$ cat src/rtl/core/dbb_pkg.sv
// dbb_pkg: shared types, sizes and codes of the draw batch builder
// no dependencies; used by every module under rtl/core

package dbb_pkg;

    // texture slot table depth and derived widths
    localparam int MAX_TEXTURE_SLOTS = 8;
    localparam int FILL_W = $clog2(MAX_TEXTURE_SLOTS + 1);
    localparam int SLOT_W = (MAX_TEXTURE_SLOTS > 1) ? $clog2(MAX_TEXTURE_SLOTS) : 1;

    // fixed field widths
    localparam int PRIM_W     = 8;
    localparam int HANDLE_W   = 32;
    localparam int PAGE_W     = 16;
    localparam int COUNT_W    = 32;
    localparam int CFG_TEX_W  = 4;
    localparam int CFG_DATA_W = 32;
    localparam int CFG_IDX_W  = 1;
    localparam int SLOT_OUT_W = 3;

    localparam logic [COUNT_W-1:0] FULL_RANGE = '1;

    // configuration register indexes and reset values
    localparam logic [CFG_IDX_W-1:0] CFG_IDX_TEX_SLOTS = 1'b0;
    localparam logic [CFG_IDX_W-1:0] CFG_IDX_INST_LIMIT = 1'b1;
    localparam logic [CFG_TEX_W-1:0] CFG_TEX_RESET = 4'd8;
    localparam logic [COUNT_W-1:0]   CFG_LIMIT_RESET = 32'd65536;

    typedef enum logic [2:0] {
        BRK_FIRST = 3'd0,
        BRK_STATE = 3'd1,
        BRK_PAGE  = 3'd2,
        BRK_INST  = 3'd3,
        BRK_TEX   = 3'd4
    } t_break_reason;

    typedef struct packed {
        logic                start_list;
        logic [PRIM_W-1:0]   primitive_kind;
        logic [HANDLE_W-1:0] material_handle;
        logic [HANDLE_W-1:0] clip_handle;
        logic [PAGE_W-1:0]   storage_page_id;
        logic [HANDLE_W-1:0] texture_handle;
        logic [HANDLE_W-1:0] instance_ref;
    } t_item;

    typedef struct packed {
        logic [HANDLE_W-1:0]   instance_out;
        logic [SLOT_OUT_W-1:0] texture_slot;
        logic [COUNT_W-1:0]    instance_position;
        logic [COUNT_W-1:0]    batch_index;
        logic                  opened_batch;
        t_break_reason         break_reason;
        logic                  overflow_error;
    } t_result;

    typedef struct packed {
        logic                en;
        logic [SLOT_W-1:0]   idx;
        logic [HANDLE_W-1:0] data;
    } t_slot_wr;

    typedef struct packed {
        logic              found;
        logic [FILL_W-1:0] idx;
    } t_slot_match;

endpackage

$ cat src/rtl/core/dbb_slot_table.sv
// dbb_slot_table: texture slot registers of the open batch with parallel lookup
// depends on dbb_pkg

module dbb_slot_table (
    input  logic                         i_clk,
    input  dbb_pkg::t_slot_wr            i_wr,
    input  logic [dbb_pkg::HANDLE_W-1:0] i_texture,
    input  logic [dbb_pkg::FILL_W-1:0]   i_filled,
    output dbb_pkg::t_slot_match         o_match
);

    logic [dbb_pkg::HANDLE_W-1:0] r_slot [dbb_pkg::MAX_TEXTURE_SLOTS];
    logic [dbb_pkg::MAX_TEXTURE_SLOTS-1:0] w_hit;

    always_ff @(posedge i_clk) begin
        if (i_wr.en) begin
            r_slot[i_wr.idx] <= i_wr.data;
        end
    end

    // only slots below the fill count hold live textures
    always_comb begin
        for (int i = 0; i < dbb_pkg::MAX_TEXTURE_SLOTS; i++) begin
            w_hit[i] = (dbb_pkg::FILL_W'(i) < i_filled) && (r_slot[i] == i_texture);
        end
    end

    // lowest matching slot wins
    always_comb begin
        o_match.found = 1'b0;
        o_match.idx   = i_filled;
        for (int i = dbb_pkg::MAX_TEXTURE_SLOTS - 1; i >= 0; i--) begin
            if (w_hit[i]) begin
                o_match.found = 1'b1;
                o_match.idx   = dbb_pkg::FILL_W'(i);
            end
        end
    end

endmodule

$ cat src/rtl/core/dbb_batch_ctrl.sv
// dbb_batch_ctrl: current batch state, join or break decision and counters
// depends on dbb_pkg and dbb_slot_table

module dbb_batch_ctrl (
    input  logic                          i_clk,
    input  logic                          i_rst_n,
    input  logic                          i_fire,
    input  dbb_pkg::t_item                i_item,
    input  logic [dbb_pkg::CFG_TEX_W-1:0] i_cfg_tex_slots,
    input  logic [dbb_pkg::COUNT_W-1:0]   i_cfg_inst_limit,
    output dbb_pkg::t_result              o_result
);

    logic                         r_open;
    logic [dbb_pkg::PRIM_W-1:0]   r_prim;
    logic [dbb_pkg::HANDLE_W-1:0] r_material;
    logic [dbb_pkg::HANDLE_W-1:0] r_clip;
    logic [dbb_pkg::PAGE_W-1:0]   r_page;
    logic [dbb_pkg::FILL_W-1:0]   r_filled;
    logic [dbb_pkg::COUNT_W-1:0]  r_batch_inst;
    logic [dbb_pkg::COUNT_W-1:0]  r_total_inst;
    logic [dbb_pkg::COUNT_W-1:0]  r_total_batches;

    logic                         n_open;
    logic [dbb_pkg::PRIM_W-1:0]   n_prim;
    logic [dbb_pkg::HANDLE_W-1:0] n_material;
    logic [dbb_pkg::HANDLE_W-1:0] n_clip;
    logic [dbb_pkg::PAGE_W-1:0]   n_page;
    logic [dbb_pkg::FILL_W-1:0]   n_filled;
    logic [dbb_pkg::COUNT_W-1:0]  n_batch_inst;
    logic [dbb_pkg::COUNT_W-1:0]  n_total_inst;
    logic [dbb_pkg::COUNT_W-1:0]  n_total_batches;

    logic                        w_open;
    logic [dbb_pkg::COUNT_W-1:0] w_total_inst;
    logic [dbb_pkg::COUNT_W-1:0] w_total_batches;
    logic                        w_overflow;
    logic [dbb_pkg::FILL_W-1:0]  w_tex_cap;
    logic [dbb_pkg::COUNT_W-1:0] w_inst_cap;
    logic [dbb_pkg::COUNT_W-1:0] w_slot32;
    dbb_pkg::t_break_reason      w_reason;
    logic                        w_join;
    dbb_pkg::t_slot_match        w_match;
    dbb_pkg::t_slot_wr           w_slot_wr;

    dbb_slot_table u_slot_table (
        .i_clk     (i_clk),
        .i_wr      (w_slot_wr),
        .i_texture (i_item.texture_handle),
        .i_filled  (r_filled),
        .o_match   (w_match)
    );

    // start of list clears the batch state ahead of this word
    assign w_open          = r_open && !i_item.start_list;
    assign w_total_inst    = i_item.start_list ? '0 : r_total_inst;
    assign w_total_batches = i_item.start_list ? '0 : r_total_batches;
    assign w_overflow      = (w_total_inst == dbb_pkg::FULL_RANGE);

    // clamp the limits to their usable ranges
    always_comb begin
        if (i_cfg_tex_slots == '0) begin
            w_tex_cap = dbb_pkg::FILL_W'(1);
        end else if (32'(i_cfg_tex_slots) > dbb_pkg::MAX_TEXTURE_SLOTS) begin
            w_tex_cap = dbb_pkg::FILL_W'(dbb_pkg::MAX_TEXTURE_SLOTS);
        end else begin
            w_tex_cap = dbb_pkg::FILL_W'(i_cfg_tex_slots);
        end
        w_inst_cap = (i_cfg_inst_limit == '0) ? dbb_pkg::COUNT_W'(1) : i_cfg_inst_limit;
    end

    always_comb begin
        w_join   = 1'b0;
        w_reason = dbb_pkg::BRK_FIRST;
        if (w_open) begin
            if (r_prim != i_item.primitive_kind || r_material != i_item.material_handle
                    || r_clip != i_item.clip_handle) begin
                w_reason = dbb_pkg::BRK_STATE;
            end else if (r_page != i_item.storage_page_id) begin
                w_reason = dbb_pkg::BRK_PAGE;
            end else if (r_batch_inst >= w_inst_cap) begin
                w_reason = dbb_pkg::BRK_INST;
            end else if (w_match.idx >= w_tex_cap) begin
                w_reason = dbb_pkg::BRK_TEX;
            end else begin
                w_join = 1'b1;
            end
        end
    end

    assign w_slot32 = dbb_pkg::COUNT_W'(w_match.idx);

    always_comb begin
        n_open          = w_open;
        n_prim          = r_prim;
        n_material      = r_material;
        n_clip          = r_clip;
        n_page          = r_page;
        n_filled        = i_item.start_list ? '0 : r_filled;
        n_batch_inst    = i_item.start_list ? '0 : r_batch_inst;
        n_total_inst    = w_total_inst;
        n_total_batches = w_total_batches;
        w_slot_wr.en    = 1'b0;
        w_slot_wr.idx   = '0;
        w_slot_wr.data  = i_item.texture_handle;

        o_result                   = '0;
        o_result.instance_out      = i_item.instance_ref;
        o_result.instance_position = w_total_inst;

        if (w_overflow) begin
            o_result                = '0;
            o_result.overflow_error = 1'b1;
        end else if (w_join) begin
            // a new texture takes the next free slot
            if (!w_match.found && (32'(w_match.idx) < dbb_pkg::MAX_TEXTURE_SLOTS)) begin
                w_slot_wr.en  = i_fire;
                w_slot_wr.idx = dbb_pkg::SLOT_W'(w_match.idx);
                n_filled      = w_match.idx + dbb_pkg::FILL_W'(1);
            end
            n_batch_inst          = r_batch_inst + dbb_pkg::COUNT_W'(1);
            n_total_inst          = w_total_inst + dbb_pkg::COUNT_W'(1);
            o_result.texture_slot = w_slot32[dbb_pkg::SLOT_OUT_W-1:0];
            o_result.batch_index  = w_total_batches - dbb_pkg::COUNT_W'(1);
        end else begin
            n_open                = 1'b1;
            n_prim                = i_item.primitive_kind;
            n_material            = i_item.material_handle;
            n_clip                = i_item.clip_handle;
            n_page                = i_item.storage_page_id;
            n_filled              = dbb_pkg::FILL_W'(1);
            n_batch_inst          = dbb_pkg::COUNT_W'(1);
            n_total_inst          = w_total_inst + dbb_pkg::COUNT_W'(1);
            n_total_batches       = w_total_batches + dbb_pkg::COUNT_W'(1);
            w_slot_wr.en          = i_fire;
            w_slot_wr.idx         = '0;
            o_result.batch_index  = w_total_batches;
            o_result.opened_batch = 1'b1;
            o_result.break_reason = w_reason;
        end
    end

    always_ff @(posedge i_clk) begin
        if (!i_rst_n) begin
            r_open          <= 1'b0;
            r_prim          <= '0;
            r_material      <= '0;
            r_clip          <= '0;
            r_page          <= '0;
            r_filled        <= '0;
            r_batch_inst    <= '0;
            r_total_inst    <= '0;
            r_total_batches <= '0;
        end else if (i_fire) begin
            r_open          <= n_open;
            r_prim          <= n_prim;
            r_material      <= n_material;
            r_clip          <= n_clip;
            r_page          <= n_page;
            r_filled        <= n_filled;
            r_batch_inst    <= n_batch_inst;
            r_total_inst    <= n_total_inst;
            r_total_batches <= n_total_batches;
        end
    end

    a_total_steps: assert property (@(posedge i_clk) disable iff (!i_rst_n)
        i_fire && !i_item.start_list && !w_overflow
        |=> r_total_inst == $past(r_total_inst) + dbb_pkg::COUNT_W'(1))
        else $error("instance total did not advance by one");

    a_fill_bounded: assert property (@(posedge i_clk) disable iff (!i_rst_n)
        32'(r_filled) <= dbb_pkg::MAX_TEXTURE_SLOTS)
        else $error("slot fill count beyond table depth");

    a_open_after_word: assert property (@(posedge i_clk) disable iff (!i_rst_n)
        i_fire && !w_overflow |=> r_open)
        else $error("placed word left no open batch");

endmodule

$ cat src/rtl/core/draw_batch_builder.sv
// draw_batch_builder: top level with input register, config registers and result register
// depends on dbb_pkg and dbb_batch_ctrl

// Groups a stream of draw words into batches and returns one result word per
// input word. A word is taken every cycle while the output is not stalled:
// the join or break decision and the batch state update are made while it
// sits in the input register, and its result is loaded into the output
// register as the word leaves it. The one-word-per-cycle rate is set by the
// batch state loop, which compares each word against the open batch and all
// eight texture slots combinationally. The result register lets a new word
// enter while a finished result still waits.
// Configuration writes must be made while no word is in flight.

module draw_batch_builder (
    input  logic                           i_clk,
    input  logic                           i_rst_n,
    input  logic                           i_in_valid,
    output logic                           o_in_ready,
    input  logic                           i_start_list,
    input  logic [dbb_pkg::PRIM_W-1:0]     i_primitive_kind,
    input  logic [dbb_pkg::HANDLE_W-1:0]   i_material_handle,
    input  logic [dbb_pkg::HANDLE_W-1:0]   i_clip_handle,
    input  logic [dbb_pkg::PAGE_W-1:0]     i_storage_page_id,
    input  logic [dbb_pkg::HANDLE_W-1:0]   i_texture_handle,
    input  logic [dbb_pkg::HANDLE_W-1:0]   i_instance_ref,
    input  logic                           i_cfg_we,
    input  logic [dbb_pkg::CFG_IDX_W-1:0]  i_cfg_index,
    input  logic [dbb_pkg::CFG_DATA_W-1:0] i_cfg_data,
    output logic                           o_out_valid,
    input  logic                           i_out_ready,
    output logic [dbb_pkg::HANDLE_W-1:0]   o_instance_out,
    output logic [dbb_pkg::SLOT_OUT_W-1:0] o_texture_slot,
    output logic [dbb_pkg::COUNT_W-1:0]    o_instance_position,
    output logic [dbb_pkg::COUNT_W-1:0]    o_batch_index,
    output logic                           o_opened_batch,
    output logic [2:0]                     o_break_reason,
    output logic                           o_overflow_error
);

    logic                          r_in_valid;
    dbb_pkg::t_item                r_in_item;
    dbb_pkg::t_item                n_in_item;
    logic                          r_out_valid;
    dbb_pkg::t_result              r_out;
    dbb_pkg::t_result              w_result;
    logic [dbb_pkg::CFG_TEX_W-1:0] r_cfg_tex_slots;
    logic [dbb_pkg::COUNT_W-1:0]   r_cfg_inst_limit;
    logic                          w_advance;
    logic                          w_accept;

    assign w_advance  = r_in_valid && (!r_out_valid || i_out_ready);
    assign o_in_ready = !r_in_valid || w_advance;
    assign w_accept   = i_in_valid && o_in_ready;

    assign n_in_item.start_list      = i_start_list;
    assign n_in_item.primitive_kind  = i_primitive_kind;
    assign n_in_item.material_handle = i_material_handle;
    assign n_in_item.clip_handle     = i_clip_handle;
    assign n_in_item.storage_page_id = i_storage_page_id;
    assign n_in_item.texture_handle  = i_texture_handle;
    assign n_in_item.instance_ref    = i_instance_ref;

    always_ff @(posedge i_clk) begin
        if (!i_rst_n) begin
            r_cfg_tex_slots  <= dbb_pkg::CFG_TEX_RESET;
            r_cfg_inst_limit <= dbb_pkg::CFG_LIMIT_RESET;
        end else if (i_cfg_we) begin
            case (i_cfg_index)
                dbb_pkg::CFG_IDX_TEX_SLOTS: begin
                    r_cfg_tex_slots <= i_cfg_data[dbb_pkg::CFG_TEX_W-1:0];
                end
                dbb_pkg::CFG_IDX_INST_LIMIT: begin
                    r_cfg_inst_limit <= i_cfg_data[dbb_pkg::COUNT_W-1:0];
                end
                default: begin
                end
            endcase
        end
    end

    always_ff @(posedge i_clk) begin
        if (!i_rst_n) begin
            r_in_valid <= 1'b0;
        end else if (o_in_ready) begin
            r_in_valid <= i_in_valid;
        end
    end

    always_ff @(posedge i_clk) begin
        if (w_accept) begin
            r_in_item <= n_in_item;
        end
    end

    dbb_batch_ctrl u_batch_ctrl (
        .i_clk            (i_clk),
        .i_rst_n          (i_rst_n),
        .i_fire           (w_advance),
        .i_item           (r_in_item),
        .i_cfg_tex_slots  (r_cfg_tex_slots),
        .i_cfg_inst_limit (r_cfg_inst_limit),
        .o_result         (w_result)
    );

    always_ff @(posedge i_clk) begin
        if (!i_rst_n) begin
            r_out_valid <= 1'b0;
        end else if (w_advance) begin
            r_out_valid <= 1'b1;
        end else if (i_out_ready) begin
            r_out_valid <= 1'b0;
        end
    end

    always_ff @(posedge i_clk) begin
        if (w_advance) begin
            r_out <= w_result;
        end
    end

    assign o_out_valid         = r_out_valid;
    assign o_instance_out      = r_out.instance_out;
    assign o_texture_slot      = r_out.texture_slot;
    assign o_instance_position = r_out.instance_position;
    assign o_batch_index       = r_out.batch_index;
    assign o_opened_batch      = r_out.opened_batch;
    assign o_break_reason      = r_out.break_reason;
    assign o_overflow_error    = r_out.overflow_error;

    a_reason_opens: assert property (@(posedge i_clk) disable iff (!i_rst_n)
        r_out_valid && (o_break_reason != dbb_pkg::BRK_FIRST) |-> o_opened_batch)
        else $error("break reason given on a word that joined");

    a_overflow_clean: assert property (@(posedge i_clk) disable iff (!i_rst_n)
        r_out_valid && o_overflow_error
        |-> !o_opened_batch && (o_instance_position == '0) && (o_batch_index == '0))
        else $error("dropped word carries result fields");

    a_result_loaded: assert property (@(posedge i_clk) disable iff (!i_rst_n)
        w_advance |=> r_out_valid)
        else $error("processed word did not reach the result register");

endmodule
$ cat config.mk
export PLATFORM = sky130hd
export DESIGN_NAME = draw_batch_builder
export DESIGN_NICKNAME = d
export VERILOG_FILES = /design/src/rtl/core/dbb_pkg.sv /design/src/rtl/core/dbb_slot_table.sv /design/src/rtl/core/dbb_batch_ctrl.sv /design/src/rtl/core/draw_batch_builder.sv
export SDC_FILE = /design/constraint.sdc
export NUM_CORES = 1
export LEC_CHECK = 0
export BUFFER_PORTS_ARGS = -buffer_cell sky130_fd_sc_hd__buf_4
export CORE_MARGIN = 2
export CORE_UTILIZATION = 25
export DETAILED_ROUTE_END_ITERATION = 6
export GPL_ROUTABILITY_DRIVEN = 0
export PLACE_DENSITY = 0.41
export SKIP_CTS_REPAIR_TIMING = 1
export SYNTH_ARGS = -nofsm -noshare
export SYNTH_HDL_FRONTEND = slang
export SYNTH_HIERARCHICAL = 1
export SYNTH_SLANG_ARGS = --single-unit
$ cat constraint.sdc
create_clock -name i_clk -period 11.4 [get_ports i_clk]
set_input_delay 1.14 -clock i_clk [delete_from_list [all_inputs] [get_ports i_clk]]
set_output_delay 1.14 -clock i_clk [all_outputs]
set_load 0.02 [all_outputs]
Word-level counts from Yosys, hierarchy flattened
Memories as Yosys holds them, arrays and structs flattened.
Index checks and enable logic that the tools add are counted.
{ "op_classes": {"addsub": 5, "n_lt_le_gt_ge": 12, "n_eq_ne": 14, "mux": 45, "n_bitwise": 4, "n_reduce_logical": 31} }
{ "op_table": {"columns": ["op", "n"], "rows": [
  ["32-bit 2-to-1 mux", 10],
  ["32-bit == test", 8],
  ["32-bit by 1-bit adder with 32-bit output, second input constant", 3],
  ["32-bit inequality test", 2],
  ["4-bit 2-to-1 mux", 10],
  ["5-bit 2-to-1 mux", 8],
  ["32-bit == test, second input constant", 1],
  ["32-bit greater-or-equal comparator", 1],
  ["32-bit zero test", 1],
  ["32-bit by 1-bit subtractor with 32-bit output, second input constant", 1],
  ["3-bit by 4-bit less-than comparator with 1-bit output, first input constant", 4],
  ["16-bit inequality test", 1],
  ["3-bit 2-to-1 mux", 5],
  ["1-bit logical AND", 12],
  ["1-bit 2-to-1 mux", 12],
  ["1-bit by 4-bit less-than comparator with 1-bit output, first input constant", 2],
  ["2-bit by 4-bit less-than comparator with 1-bit output, first input constant", 2],
  ["8-bit inequality test", 1],
  ["2-bit AND reduction", 3],
  ["6-bit OR reduction", 1],
  ["4-bit by 1-bit adder with 4-bit output, second input constant", 1],
  ["4-bit greater-or-equal comparator", 1],
  ["4-bit > comparator, second input constant", 1],
  ["1-bit zero test", 4],
  ["10 further kinds", 16]
]} }
{ "totals": {"regBits": 484, "ram_bits": 256, "output_inout_bits": 106, "memories": 1} }
{ "memory_table": {"columns": ["memory", "words", "width", "rd", "rd_clocked_by_memory_dff", "write_ports", "line_no", "rtl"], "rows": [
  ["u_batch_ctrl.u_slot_table.r_slot", 8, 32, 8, 0, 1, "dbb_slot_table.sv:12", "logic [dbb_pkg::HANDLE_W-1:0] r_slot [dbb_pkg::MAX_TEXTURE_SLOTS];"]
]} }

Longest topological paths before layout
An unclocked memory read counts as a cell.
{ "logic_depth": {"word_depth": 21, "ltp_mapped": 22, "depth_no_buf": 18} }

Cells and area by module
The synthesis kept the hierarchy.
{ "by_module_without_submodules": {"columns": ["module", "n_inst", "cells_each", "area_per_inst_um2", "seq_area_each_um2"], "rows": [
  ["dbb_batch_ctrl", 1, 1690, 12493.2, 3783.6],
  ["dbb_slot_table", 1, 731, 11204.5, 7687.4],
  ["draw_batch_builder", 1, 427, 9202.6, 8478.1]
]} }

Worst setup path before layout
OpenSTA, ideal clock, no wires.
{ "synth_path": {"path_kind": "input -> register", "start": "in i_out_ready", "end": "mem u_batch_ctrl/u_slot_table/r_slot[0][0] (netlist bit) (enable)", "setup_ns": 0.461, "t_arrival_ns": 9.244, "slack_ns": 1.695, "cell_stages": 9, "n_path_buf": 3, "cell_sequence": "nor2b_1 nor2b_1 clkbuf_1 o21ai_1 clkbuf_1 buf_1 nor2_1 nand2b_1 nor3_1"} }
{ "synth_lines": {"columns": ["item", "line_no", "rtl"], "rows": [
  ["from (decl)", "draw_batch_builder.sv:30", "input logic i_out_ready,"],
  ["to (decl)", "dbb_slot_table.sv:12", null]
]} }

==> flow_summary.yaml <==
grt:
  grt_max_degree: 119
  top_usage_layer: "met2"
  use_met2_pct: 23.0
  antenna_found_initial: 12
  grt_use_total_pct: 15.1
  overflow: 0
  grt_pass1_vias: 22656
  met1_usage_pct: 20.5
  grt_util_met3_pct: 4.49
  grt_pass1_wl_microns: 154000
setup_path:
  timing.rr.start: "r_in_item[40]"
  r2r.worst_path.cells: 18
  cp_common_cell: "nor4_1"
  reg2reg_slack_ns: 3.92
  critPathBufInv: 2
  cp-end-kind: "register"
  critPathMaxStageDelay_ns: 0.89
  cp_top_family: "simple AND/OR/NAND/NOR gates"
  r2r-end: "u_batch_ctrl/u_slot_table/r_slot[3][4]"
  cp_cell_sequence: "xor2_1, nor4_1, nand4_1, nor4_1, o21ai_0, a211oi_1, nor2_1, inv_1, ha_1, nand2b_1, a21oi_1, o21ai_0, nor3_1, or4b_1, nor4_1, nand2_1, nor2_2, buf_4"
  worst_ep_required_time_ns: 11.75
  cp_max_fo: 17
  slowest_stage: "nor2_2"
  worstSetupPathType: "reg -> reg"
  crit_arrival_ns: 7.83
  crit_path_start_kind: "register"
timing:
  timing.final.crit_period_ns: 7.48
  postLayoutSetupSlackWorst_ns: 3.92
  finalSetupViolCount: 0
  slew_viol_final: 0
  finalHoldViolCount: 0
  whs_ns: 0.450
  worst_clock_skew_ns: 0.0364
  fmax_ghz: 0.134
  slew_headroom_pct: 25.7
  setup_tns_ns: 0
  rsz0062_at_grt: "no"
  fin_crit_sh_pct: 65.7
  worstMarginPinSlew_ns: 1.11
clock_tree:
  cts_buffers: 90
  insertion_delay_ns: 0.70
  clkSinkCount: 740
  htreeDepth: 3
  cts_tree: "done"
  cts_max_path_buffers: 3
  clk_pin_slew_ns: 0.06
  cts_root_buf: "clkbuf_16"
synth:
  synthCells: 2848
  syn_area_sq_um: 32900
  synthDistinctLibCells: 79
  syn_nets: 3081
  synth_compound_area_share_pct: 8.18
  synth-adder-area-share_pct: 1.60
  synth_top_family_by_area: "simple AND/OR/NAND/NOR gates"
  syn_avg_cell_area_sq_um: 11.6
  synth.most_common_cell: "edfxtp_1"
  synth_top_area_share_pct: 46.8
  ys_top_cells_by_count: "513 x edfxtp_1, 230 x xor2_1, 227 x dfxtp_1"
  synthArstFlopShare_pct: 0
  synth.area.top_cells: "edfxtp_1 47%, dfxtp_1 14%, xor2_1 6.1%"
  ys_seq_area_share_pct: 60.6
  synthXorXnorAreaFrac_pct: 9.88
  netlist.top_cell.by_area: "edfxtp_1"
  synthFlopType: "edfxtp_1"
  synthSimpleGateAreaFrac_pct: 15.7
  synth_edf_count: 513
  yosys_register_bits: 740
  yosysWarnings: 6
  synthMuxAreaShare_pct: 0.951
final_layout:
  syn_to_final_growth_pct: 22.0
  final_area_sq_um: 40100
  multi_input_area_sq_um: 12100
  n_fill_cell: 13330
  drive_above_1_share_pct: 16.6
  utilization_pct: 30.7
  seqCellArea_sq_um: 19900
  fin_nets: 3329
power_and_ir_drop:
  swShare_pct: 23.3
  p_int_uw: 4970
  p_seq_share_pct: 46.6
  p_leak_uw: 0.0139
  combPwrFrac_pct: 6.2
  powerDensity_nw_per_um2: 161
  power_switching_uw: 1510
  ir_drop_mv: 0.102
  pwr-share-clk_pct: 47.2
drt:
  drc: 0
  drt_wl_total_microns: 104000
  ant_nets: 0
  drt-initial-drc-count: 1813
  route.detailed.wl_per_inst_microns: 21.1
  vias_per_cell: 4.66
  vias: 22966
  dr.pass1.iters: 5
place:
  io_buffers: 296
  place_area_sq_um: 37000
  hpwl_microns: 68800
  preCtsSetupSlack_ns: 3.93
hold_path:
  hp-class: "reg -> reg"
  min_path_cells: 2
  hold_end: "u_batch_ctrl/r_total_inst[1]"
  min-delay-start: "u_batch_ctrl/r_total_inst[1]"
status:
  status: "finished, final reports clean"
die:
  die_w_microns: 367
  design.die.area_sq_um: 135000
  ios: 297
  core_sq_um: 131000
  start_util_pct: 25.1
  core.rowCount: 133
  die_height_microns: 367
run:
  max_cap_violations: 0
## registers in the layout, indices dropped and copies added (netlist names), 3 cells and up
register / cells
o_batch_index: 32
o_break_reason: 3
o_instance_out: 32
o_instance_position: 32
o_texture_slot: 3
r_cfg_inst_limit: 32
r_cfg_tex_slots: 4
r_in_item: 153
u_batch_ctrl/r_batch_inst: 32
u_batch_ctrl/r_clip: 32
u_batch_ctrl/r_filled: 4
u_batch_ctrl/r_material: 32
u_batch_ctrl/r_page: 16
u_batch_ctrl/r_prim: 8
u_batch_ctrl/r_total_batches: 32
u_batch_ctrl/r_total_inst: 32
u_batch_ctrl/u_slot_table/r_slot: 256
## cell families (layout without fill, tap and decap cells)
logic type	count (synthesis)	in the layout
flops	740	740
compound gates	461	461
fa+ha+maj	42	42
buf+inv	236	562
xor+xnor	371	371
mux	31	31
simple gates	967	967
other cells	0	1
## cell usage in the layout, fill, tap and decap left out, types with 12 or more instances in the layout
cell type and instances:
a21oi_1 173, inv_1 51, or3_1 16, nand3_1 184, a31oi_1 17, mux2i_1 29
dfxtp_1 227, nor4_1 93, nand2b_1 16, edfxtp_1 513, xor2_1 230, clkinv_2 13
xnor2_1 141, or4_1 15, nand4_1 120, and2_1 77, nand2_1 204, nor3_1 50
o21ai_0 153, clkinv_1 15, clkbuf_16 93, and3_1 26, nor2_1 84, bufinv_16 13
nor2b_1 12, buf_4 336, ha_1 42
## area by class of cell
type	count	area share (%)
sequential	740	49.7
multi-input combinational	1872	30.0
timing repair buffer	337	6.33
clock buffer	115	6.28
tap	1755	5.47
clock inverter	55	1.64
inverter	55	0.527
antenna	1	0.00623
## layer usage
metal / up-vias / share of wire, %
li1: 10996 / -
met1: 11198 / 46
met2: 587 / 45
met3: 161 / 7.1
met4: 24 / 2.5
met5: - / 0.16
## stage by stage
| step | instances | total power, uW |
|---|---|---|
| after floorplan | 2848 | 3290 |
| after global placement | 4759 | 3490 |
| after detailed placement | 4759 | 3490 |
| after CTS | 4929 | 6610 |
| after global routing | 4929 | 6750 |
| final | 4930 | 6480 |
## worst min-delay path, cell delays in order, from the launching register on
cell and delay, ns:
dfxtp_1 0.30, nand2_1 0.05, a21oi_1 0.05
## how the worst max path moves through the flow
stage,from,to,slack (ns),cells past startpoint
after floorplan,i_out_ready,u_batch_ctrl/u_slot_table/r_slot[0][0],1.69,9
after global placement,r_in_item[40],u_batch_ctrl/u_slot_table/r_slot[3][21],4.00,18
after detailed placement,r_in_item[59],u_batch_ctrl/u_slot_table/r_slot[3][24],3.93,18
after CTS,r_in_item[59],u_batch_ctrl/u_slot_table/r_slot[3][4],3.84,18
after global routing,r_in_item[42],u_batch_ctrl/u_slot_table/r_slot[3][4],3.32,18
final,r_in_item[40],u_batch_ctrl/u_slot_table/r_slot[3][4],3.92,18
## power groups by stage
stage / sequential [uW] / clock (uW) / combinational (uW)
2_1_floorplan: 3080 / 0 / 208
3_3_place_gp: 3080 / 0 / 408
3_5_place_dp: 3080 / 0 / 407
4_1_cts: 3020 / 3170 / 408
5_1_grt: 3030 / 3280 / 437
6_report: 3020 / 3060 / 399
Note: power is estimated with default switching activity, not from simulation.
